<file path="src/kvpt_pkg.sv">
// Shared types and constants for the key/value parameter tokenizer.
package kvpt_pkg;

  localparam int MAX_TEXT_LEN = 4096;
  localparam int POS_W = $clog2(MAX_TEXT_LEN);
  localparam logic [POS_W-1:0] POS_MAX = POS_W'(MAX_TEXT_LEN - 1);

  localparam int Q_DEPTH = 4;
  localparam int Q_AW = $clog2(Q_DEPTH);

  localparam logic [7:0] CH_NUL   = 8'h00;
  localparam logic [7:0] CH_SPACE = 8'h20;
  localparam logic [7:0] CH_TAB   = 8'h09;
  localparam logic [7:0] CH_CR    = 8'h0D;
  localparam logic [7:0] CH_LF    = 8'h0A;
  localparam logic [7:0] CH_SEMI  = 8'h3B;
  localparam logic [7:0] CH_QUOTE = 8'h22;
  localparam logic [7:0] SEP_RESET = 8'h3D;

  typedef enum logic [2:0] {
    PH_IDLE    = 3'd0,
    PH_KEY     = 3'd1,
    PH_SEPSEEK = 3'd2,
    PH_VALSEEK = 3'd3,
    PH_VAL     = 3'd4,
    PH_QVAL    = 3'd5
  } phase_t;

  typedef struct packed {
    logic nul;
    logic ws;
    logic nl;
    logic sep;
    logic semi;
    logic quote;
  } cls_t;

  typedef struct packed {
    logic [POS_W-1:0] pos;
    cls_t             cls;
  } item_t;

  function automatic logic [POS_W-1:0] sat_inc(input logic [POS_W-1:0] p);
    return (p == POS_MAX) ? POS_MAX : p + POS_W'(1);
  endfunction

endpackage

</file>
<file path="src/kvpt_front.sv">
// Front end: separator register, character classification and position tagging.
module kvpt_front (
  input  logic                     clk,
  input  logic                     rst,
  input  logic                     cfg_valid,
  output logic                     cfg_ready,
  input  logic [7:0]               separator_char,
  input  logic                     in_valid,
  output logic                     in_stall,
  input  logic [7:0]               char_code,
  input  logic                     q_full,
  output logic                     q_push,
  output kvpt_pkg::item_t          q_item
);

  logic [7:0]                 sep;
  logic [kvpt_pkg::POS_W-1:0] position;
  logic [kvpt_pkg::POS_W-1:0] position_next;
  kvpt_pkg::cls_t             cls;

  assign cfg_ready = 1'b1;
  assign in_stall  = q_full;
  assign q_push    = in_valid && !q_full;

  always_comb begin
    cls.nul   = (char_code == kvpt_pkg::CH_NUL);
    cls.nl    = (char_code == kvpt_pkg::CH_CR) || (char_code == kvpt_pkg::CH_LF);
    cls.ws    = cls.nl || (char_code == kvpt_pkg::CH_SPACE) ||
                (char_code == kvpt_pkg::CH_TAB);
    cls.sep   = (char_code == sep);
    cls.semi  = (char_code == kvpt_pkg::CH_SEMI);
    cls.quote = (char_code == kvpt_pkg::CH_QUOTE);
  end

  assign q_item.pos = position;
  assign q_item.cls = cls;

  assign position_next = cls.nul ? '0 : kvpt_pkg::sat_inc(position);

  always_ff @(posedge clk) begin
    if (rst) begin
      sep      <= kvpt_pkg::SEP_RESET;
      position <= '0;
    end else begin
      if (cfg_valid) begin
        sep <= separator_char;
      end
      if (q_push) begin
        position <= position_next;
      end
    end
  end

endmodule

</file>
<file path="src/kvpt_queue.sv">
// Small FIFO of classified characters between front and back.
module kvpt_queue (
  input  logic            clk,
  input  logic            rst,
  input  logic            push,
  input  kvpt_pkg::item_t push_item,
  output logic            full,
  input  logic            pop,
  output logic            not_empty,
  output kvpt_pkg::item_t pop_item
);

  kvpt_pkg::item_t             entries [kvpt_pkg::Q_DEPTH];
  logic [kvpt_pkg::Q_AW-1:0]   wr_ptr;
  logic [kvpt_pkg::Q_AW-1:0]   rd_ptr;
  logic [kvpt_pkg::Q_AW:0]     count;

  assign full      = (count == (kvpt_pkg::Q_AW+1)'(kvpt_pkg::Q_DEPTH));
  assign not_empty = (count != '0);
  assign pop_item  = entries[rd_ptr];

  always_ff @(posedge clk) begin
    if (push) begin
      entries[wr_ptr] <= push_item;
    end
  end

  always_ff @(posedge clk) begin
    if (rst) begin
      wr_ptr <= '0;
      rd_ptr <= '0;
      count  <= '0;
    end else begin
      if (push) begin
        wr_ptr <= wr_ptr + kvpt_pkg::Q_AW'(1);
      end
      if (pop) begin
        rd_ptr <= rd_ptr + kvpt_pkg::Q_AW'(1);
      end
      unique case ({push, pop})
        2'b10:   count <= count + (kvpt_pkg::Q_AW+1)'(1);
        2'b01:   count <= count - (kvpt_pkg::Q_AW+1)'(1);
        default: count <= count;
      endcase
    end
  end

endmodule

</file>
<file path="src/kvpt_back.sv">
// Back end: parse state machine and registered result output.
module kvpt_back (
  input  logic                        clk,
  input  logic                        rst,
  input  logic                        q_not_empty,
  input  kvpt_pkg::item_t             q_item,
  output logic                        q_pop,
  output logic                        out_valid,
  input  logic                        out_stall,
  output logic [kvpt_pkg::POS_W-1:0]  key_start,
  output logic [kvpt_pkg::POS_W-1:0]  key_end,
  output logic                        has_value,
  output logic [kvpt_pkg::POS_W-1:0]  value_start,
  output logic [kvpt_pkg::POS_W-1:0]  value_end
);

  kvpt_pkg::phase_t           phase;
  kvpt_pkg::phase_t           phase_next;
  logic [kvpt_pkg::POS_W-1:0] ks, ks_next;
  logic [kvpt_pkg::POS_W-1:0] ke, ke_next;
  logic [kvpt_pkg::POS_W-1:0] vs, vs_next;
  logic                       emit;
  logic [kvpt_pkg::POS_W-1:0] e_ks, e_ke, e_vs, e_ve;
  logic                       e_hv;
  kvpt_pkg::cls_t             c;
  logic [kvpt_pkg::POS_W-1:0] pos;

  assign c     = q_item.cls;
  assign pos   = q_item.pos;
  assign q_pop = q_not_empty && (!out_valid || !out_stall);

  always_comb begin
    phase_next = phase;
    if (q_pop) begin
      if (c.nul) begin
        phase_next = kvpt_pkg::PH_IDLE;
      end else begin
        unique case (phase)
          kvpt_pkg::PH_KEY: begin
            if (c.ws) begin
              phase_next = kvpt_pkg::PH_SEPSEEK;
            end else if (c.sep) begin
              phase_next = kvpt_pkg::PH_VALSEEK;
            end else if (c.semi) begin
              phase_next = kvpt_pkg::PH_IDLE;
            end
          end
          kvpt_pkg::PH_SEPSEEK: begin
            if (c.sep) begin
              phase_next = kvpt_pkg::PH_VALSEEK;
            end else if (c.semi) begin
              phase_next = kvpt_pkg::PH_IDLE;
            end else if (!c.ws) begin
              phase_next = kvpt_pkg::PH_KEY;
            end
          end
          kvpt_pkg::PH_VALSEEK: begin
            if (!c.ws) begin
              phase_next = c.quote ? kvpt_pkg::PH_QVAL : kvpt_pkg::PH_VAL;
            end else if (c.nl) begin
              phase_next = kvpt_pkg::PH_IDLE;
            end
          end
          kvpt_pkg::PH_VAL: begin
            if (c.ws || c.semi) begin
              phase_next = kvpt_pkg::PH_IDLE;
            end
          end
          kvpt_pkg::PH_QVAL: begin
            if (c.quote) begin
              phase_next = kvpt_pkg::PH_IDLE;
            end
          end
          default: begin
            phase_next = (!c.ws && !c.semi) ? kvpt_pkg::PH_KEY : kvpt_pkg::PH_IDLE;
          end
        endcase
      end
    end
  end

  always_comb begin
    ks_next = ks;
    ke_next = ke;
    vs_next = vs;
    emit    = 1'b0;
    e_ks    = ks;
    e_ke    = ke;
    e_hv    = 1'b1;
    e_vs    = vs;
    e_ve    = pos;
    if (q_pop) begin
      if (c.nul) begin
        emit = (phase == kvpt_pkg::PH_VAL) || (phase == kvpt_pkg::PH_QVAL);
      end else begin
        unique case (phase)
          kvpt_pkg::PH_KEY: begin
            if (c.ws || c.sep || c.semi) begin
              ke_next = pos;
            end
            if (!c.ws && !c.sep && c.semi) begin
              emit = 1'b1;
              e_ke = pos;
              e_hv = 1'b0;
              e_vs = '0;
              e_ve = '0;
            end
          end
          kvpt_pkg::PH_SEPSEEK: begin
            if (!c.sep && c.semi) begin
              emit = 1'b1;
              e_hv = 1'b0;
              e_vs = '0;
              e_ve = '0;
            end else if (!c.sep && !c.ws) begin
              ks_next = pos;
            end
          end
          kvpt_pkg::PH_VALSEEK: begin
            if (!c.ws) begin
              vs_next = c.quote ? kvpt_pkg::sat_inc(pos) : pos;
            end else if (c.nl) begin
              emit = 1'b1;
              e_vs = pos;
            end
          end
          kvpt_pkg::PH_VAL: begin
            emit = c.ws || c.semi;
          end
          kvpt_pkg::PH_QVAL: begin
            emit = c.quote;
          end
          default: begin
            if (!c.ws && !c.semi) begin
              ks_next = pos;
            end
          end
        endcase
      end
    end
  end

  always_ff @(posedge clk) begin
    if (rst) begin
      phase     <= kvpt_pkg::PH_IDLE;
      ks        <= '0;
      ke        <= '0;
      vs        <= '0;
      out_valid <= 1'b0;
    end else begin
      phase <= phase_next;
      ks    <= ks_next;
      ke    <= ke_next;
      vs    <= vs_next;
      if (q_pop) begin
        out_valid <= emit;
      end else if (!out_stall) begin
        out_valid <= 1'b0;
      end
    end
  end

  always_ff @(posedge clk) begin
    if (q_pop && emit) begin
      key_start   <= e_ks;
      key_end     <= e_ke;
      has_value   <= e_hv;
      value_start <= e_vs;
      value_end   <= e_ve;
    end
  end

endmodule

</file>
<file path="src/key_value_param_tokenizer_top.sv">
// Top level of the key/value parameter tokenizer.
// A character reaches the outputs through a queue entry and then the registered result.
// Throughput: one character per cycle unless stalled; 4-entry queue decouples classify/parse.
// The back end advances whenever the result register is empty or being taken.
// Reset (rst, synchronous): parser idle, position zero, queue empty, separator '='.
module key_value_param_tokenizer_top (
  input  logic                        clk,
  input  logic                        rst,
  input  logic                        cfg_valid,
  output logic                        cfg_ready,
  input  logic [7:0]                  separator_char,
  input  logic                        in_valid,
  output logic                        in_stall,
  input  logic [7:0]                  char_code,
  output logic                        out_valid,
  input  logic                        out_stall,
  output logic [kvpt_pkg::POS_W-1:0]  key_start,
  output logic [kvpt_pkg::POS_W-1:0]  key_end,
  output logic                        has_value,
  output logic [kvpt_pkg::POS_W-1:0]  value_start,
  output logic [kvpt_pkg::POS_W-1:0]  value_end
);

  logic            q_full;
  logic            q_push;
  logic            q_pop;
  logic            q_not_empty;
  kvpt_pkg::item_t push_item;
  kvpt_pkg::item_t pop_item;

  kvpt_front u_front (
    .clk            (clk),
    .rst            (rst),
    .cfg_valid      (cfg_valid),
    .cfg_ready      (cfg_ready),
    .separator_char (separator_char),
    .in_valid       (in_valid),
    .in_stall       (in_stall),
    .char_code      (char_code),
    .q_full         (q_full),
    .q_push         (q_push),
    .q_item         (push_item)
  );

  kvpt_queue u_queue (
    .clk       (clk),
    .rst       (rst),
    .push      (q_push),
    .push_item (push_item),
    .full      (q_full),
    .pop       (q_pop),
    .not_empty (q_not_empty),
    .pop_item  (pop_item)
  );

  kvpt_back u_back (
    .clk         (clk),
    .rst         (rst),
    .q_not_empty (q_not_empty),
    .q_item      (pop_item),
    .q_pop       (q_pop),
    .out_valid   (out_valid),
    .out_stall   (out_stall),
    .key_start   (key_start),
    .key_end     (key_end),
    .has_value   (has_value),
    .value_start (value_start),
    .value_end   (value_end)
  );

endmodule

</file>
<file path="config.mk">
export PLATFORM = sky130hd
export DESIGN_NAME = key_value_param_tokenizer_top
export DESIGN_NICKNAME = d
export VERILOG_FILES = /design/src/kvpt_pkg.sv /design/src/kvpt_front.sv /design/src/kvpt_queue.sv /design/src/kvpt_back.sv /design/src/key_value_param_tokenizer_top.sv
export SDC_FILE = /design/constraint.sdc
export NUM_CORES = 1
export LEC_CHECK = 0
export BUFFER_PORTS_ARGS = -buffer_cell sky130_fd_sc_hd__buf_2
export CAP_MARGIN = 15
export CORE_ASPECT_RATIO = 0.75
export CORE_MARGIN = 2
export CORE_UTILIZATION = 30
export DETAILED_ROUTE_END_ITERATION = 16
export PLACE_DENSITY_LB_ADDON = 0.05
export SYNTH_ARGS = -nofsm -noshare
export SYNTH_HDL_FRONTEND = slang
export SYNTH_HIERARCHICAL = 1
export SYNTH_SLANG_ARGS = --single-unit
</file>
<file path="constraint.sdc">
create_clock -name clk -period 10.79 [get_ports clk]
set_input_delay 2.6975 -clock clk [delete_from_list [all_inputs] [get_ports clk]]
set_output_delay 2.6975 -clock clk [all_outputs]
set_load 0.02 [all_outputs]
</file>
==> PnR_summary.wiki <==
{| class="wikitable"
! Metric !! Value
|-
| Post-synthesis adder-cell area fraction || 1.61%
|-
| Unrepaired setup endpoints after global routing || no
|-
| Fin crit share || 41.3%
|-
| Data arrival time of the critical path || 1.76 ns
|-
| Combinational family with the most area after synthesis || simple AND/OR/NAND/NOR gates
|-
| Syn-to-layout area delta || 14.6%
|-
| Worst hold slack || 0.430 ns
|-
| Top fanout value on the critical path || 4
|-
| Final Wtd Congestion || 0.732
|-
| Total power || 2240 µW
|-
| Nets || 701
|-
| Clk_skew || 0.00859 ns
|-
| Clock buffer count from CTS || 17
|-
| Number of vias after detailed routing || 4942
|-
| Cts hold-fix bufs || 0
|-
| Top cells by area in the synthesized netlist || sky130_fd_sc_hd__edfxtp_1, sky130_fd_sc_hd__dfxtp_1, sky130_fd_sc_hd__mux2i_1
|-
| Shortest clock period the worst path allows after layout || 4.45 ns
|-
| Setup Total Neg Slack || 0 ns
|-
| Leading register cell type out of synthesis || sky130_fd_sc_hd__edfxtp_1
|-
| Leakage power summed over all cells || 0.00327 µW
|-
| Number of DRC violations after detailed-routing iteration 0 || 284
|-
| Chip height || 148 µm
|-
| Yosys top cell by area || sky130_fd_sc_hd__edfxtp_1
|-
| First drt pass iteration count || 4
|-
| Critical Path Source || u_queue/count[1]
|-
| Total congestion overflow || 0
|-
| Number of port buffers || 71
|-
| Hold Startpoint || u_back/e_ks[6]
|-
| Count of maximum capacitance violations || 0
|-
| Clock latency of the later-clocked register in the worst-skew pair || 0.43 ns
|-
| Worst vdd ir || 0.000111 V
|-
| Final Setup Violations || 0
|-
| Synth Instances || 614
|-
| Type of origin of the critical path || register
|-
| Post-synthesis sequential area ratio || 60.9%
|-
| Wire length of the first global-routing pass || 29.2 mm
|-
| Remaining antenna violation count || 0
|-
| Boundary pin count || 73
|-
| Share of synthesized area spent on multiplexers || 11.0%
|-
| Max-slew headroom at the worst pin || 28.1%
|-
| Gate power share || 29.2%
|-
| Post-detailed-route via-to-cell ratio || 4.78
|-
| Total global routing track utilization || 13.3%
|-
| Cell with the largest stage delay on the worst path || sky130_fd_sc_hd__nor3b_1
|-
| Number of endpoints with negative hold slack in the final report || 0
|-
| Internal power component || 1490 µW
|-
| Clock slew at reported path FFs || 0.07 ns
|-
| Standard-cell row count || 52
|-
| Via count of the first global-routing pass || 5086
|-
| CP Capture Type || output port
|-
| Routed wirelength normalized by instance count || 17.5 µm
|-
| FFs w/ async S/R, synth || 0%
|-
| Number of enable flip-flop cells after synthesis || 121
|-
| HP Class || reg2reg
|-
| Pin count of the biggest net entering global routing || 61
|-
| Number of levels the H-tree was split into || 4
|-
| Core Region || 0.0270 mm²
|-
| Start-to-end type of the worst setup path || reg2out
|-
| DIE AREA || 0.0288 mm²
|-
| Starting density of the core || 30.5%
|-
| Clock tree from TritonCTS || yes
|-
| Outcome || finished, final reports clean
|-
| Req. time, crit path || 8.09 ns
|-
| Switching power || 753 µW
|-
| HPWL after DPL || 12.1 mm
|-
| Crit path cell chain || nor3b_1, buf_2
|-
| Count of antenna diodes in the layout || 0
|-
| Post-Syn Area || 0.00824 mm²
|-
| Clock tree buffer depth || 2
|-
| Fraction of synthesized cell area in xor and xnor cells || 1.91%
|-
| Power density relative to cell area || 238 mW/mm²
|-
| FF+latch count, synth || 190
|-
| Post-CTS Resized || 0
|-
| Post-placement setup slack || 6.00 ns
|-
| Relative contribution of sequential cells to total power || 42.3%
|-
| Residual DRC || 0
|-
| Fraction of final layout cells with drive strength greater than 1 || 23.9%
|-
| Share of power burned in the clock network || 28.5%
|-
| Achievable frequency || 225 MHz
|-
| Slew at the pin closest to its max-slew limit || 1.08 ns
|-
| Switching fraction of total power || 33.6%
|-
| Synth cell types || 81
|-
| WL final || 18.1 mm
|-
| Clock Sink Count || 190
|-
| Yosys top cell area share || 44.1%
|-
| Least setup slack across all paths after layout || 6.34 ns
|-
| Longest individual stage delay on the worst path || 0.68 ns
|-
| Post-CTS setup buffer count || 0
|-
| Number of warnings printed during yosys synthesis || 6
|-
| Clock root buffer || sky130_fd_sc_hd__clkbuf_16
|-
| Compound-cell area share of the yosys netlist || 7.17%
|-
| Overall die width || 195 µm
|-
| Synthesized net count || 645
|-
| Max-slew violation total from the final report || 0
|-
| Simple-gate share of the synthesized area || 13.8%
|-
| Antenna violations before repair || 0
|-
| Synthesized area divided by synthesized cell count || 13.4 µm²
|}
## critical path, delay by kind of cell (launching register included)
| kind | cells | cell delay, ns |
|---|---|---|
| DFF | 1 | 0.35 |
| and+or+nand+nor | 1 | 0.68 |
| buffers and inverters | 1 | 0.30 |
## worst paths after layout
check                                              end  slack [ns]  depth (start not counted)
worst max-delay path                          in_stall        6.34                          2
worst min-delay path               u_back/key_start[6]        0.43                          0
worst max register to register  u_back/value_start[11]        7.50                          6
worst min register to register     u_back/key_start[6]        0.43                          0
## power groups by stage
stage | Clock [µW] | Sequential (µW) | Combinational, µW
after floorplan | 0 | 1010 | 458
after global placement | 0 | 965 | 664
after detailed placement | 0 | 968 | 665
after CTS | 666 | 952 | 666
after global routing | 697 | 963 | 718
final | 640 | 949 | 654
## registers in the layout, indices dropped and copies added, names as in the netlist, 3 cells and up, named ones only
name                cells
u_back/value_start     12
u_back/e_ks            12
u_queue/count           3
u_back/value_end       12
u_front/position       12
u_queue/entries        72
u_back/ke              12
u_front/sep             8
u_back/phase            3
u_back/key_end         12
u_back/vs              12
u_back/key_start       12
## cell usage in the layout, fill, tap and decap left out, types with 5 or more instances in the layout
master                      instances
sky130_fd_sc_hd__a211o_1            7
sky130_fd_sc_hd__a21oi_1           15
sky130_fd_sc_hd__a22o_1            12
sky130_fd_sc_hd__and2_4             9
sky130_fd_sc_hd__and3_1             6
sky130_fd_sc_hd__buf_2             71
sky130_fd_sc_hd__clkbuf_16         17
sky130_fd_sc_hd__dfxtp_1           69
sky130_fd_sc_hd__edfxtp_1         121
sky130_fd_sc_hd__ha_1               9
sky130_fd_sc_hd__inv_1             13
sky130_fd_sc_hd__mux2_1            10
sky130_fd_sc_hd__mux2_2             5
sky130_fd_sc_hd__mux2i_1           30
sky130_fd_sc_hd__mux4_1             8
sky130_fd_sc_hd__mux4_2            10
sky130_fd_sc_hd__nand2_1           25
sky130_fd_sc_hd__nand3_1           11
sky130_fd_sc_hd__nor2_1            60
sky130_fd_sc_hd__nor2b_1            8
sky130_fd_sc_hd__nor3_1            22
sky130_fd_sc_hd__nor3b_1            5
sky130_fd_sc_hd__nor4_1             6
sky130_fd_sc_hd__o211ai_1           6
sky130_fd_sc_hd__o21ai_1            5
sky130_fd_sc_hd__or3_1              6
sky130_fd_sc_hd__xnor2_1           15
## cell families (layout without fill, tap and decap cells)
logic type,count (synthesis),in the layout
compound gates,78,78
xor+xnor,18,18
fa+ha+maj,10,10
buf+inv,54,123
flops,190,190
mux,63,63
other cells,1,1
simple gates,200,200
## synth_stat cells (all sizes together), types with 3 or more instances
cell and instances:
edfxtp 121, dfxtp 69, nor2 62, mux2i 30
buf 27, nand2 26, nor3 25, mux4 18
a21oi 17, and2 17, inv 16, mux2 15
xnor2 15, nand3 13, a22o 12, clkbuf 11
ha 9, o21ai 9, nor2b 8, nor4 8
a211o 7, and3 6, nand4 6, nor3b 6
o211ai 6, or3 6, nand2b 5, a31oi 4
a211oi 3, nand3b 3, xor2 3
## layer usage
layer  wire length (µm)  track usage, %  up-vias
li1                   -               -     2406
met1               9350            18.7     2453
met2               8010            20.8       75
met3                624            3.19        8
met4                156            3.36        0
met5                  0               0        -
## metrics by stage
step	cells	cell area, µm²	utilization, %
floorplan	614	8240	-
global placement	1001	8830	32.7
detailed placement	1002	8840	32.7
CTS	1034	9440	35.0
global route	1034	9440	35.0
finish	1034	9440	35.0
## cell type report
class / count / area [µm²]
clock buffer: 17 / 425
clock inverter: 15 / 174
fill: 2642 / 17600
inverter: 16 / 62.6
multi-input combinational: 370 / 2940
sequential: 190 / 5010
tap: 351 / 439
timing repair buffer: 75 / 389
(Power assumes the default switching activity.)
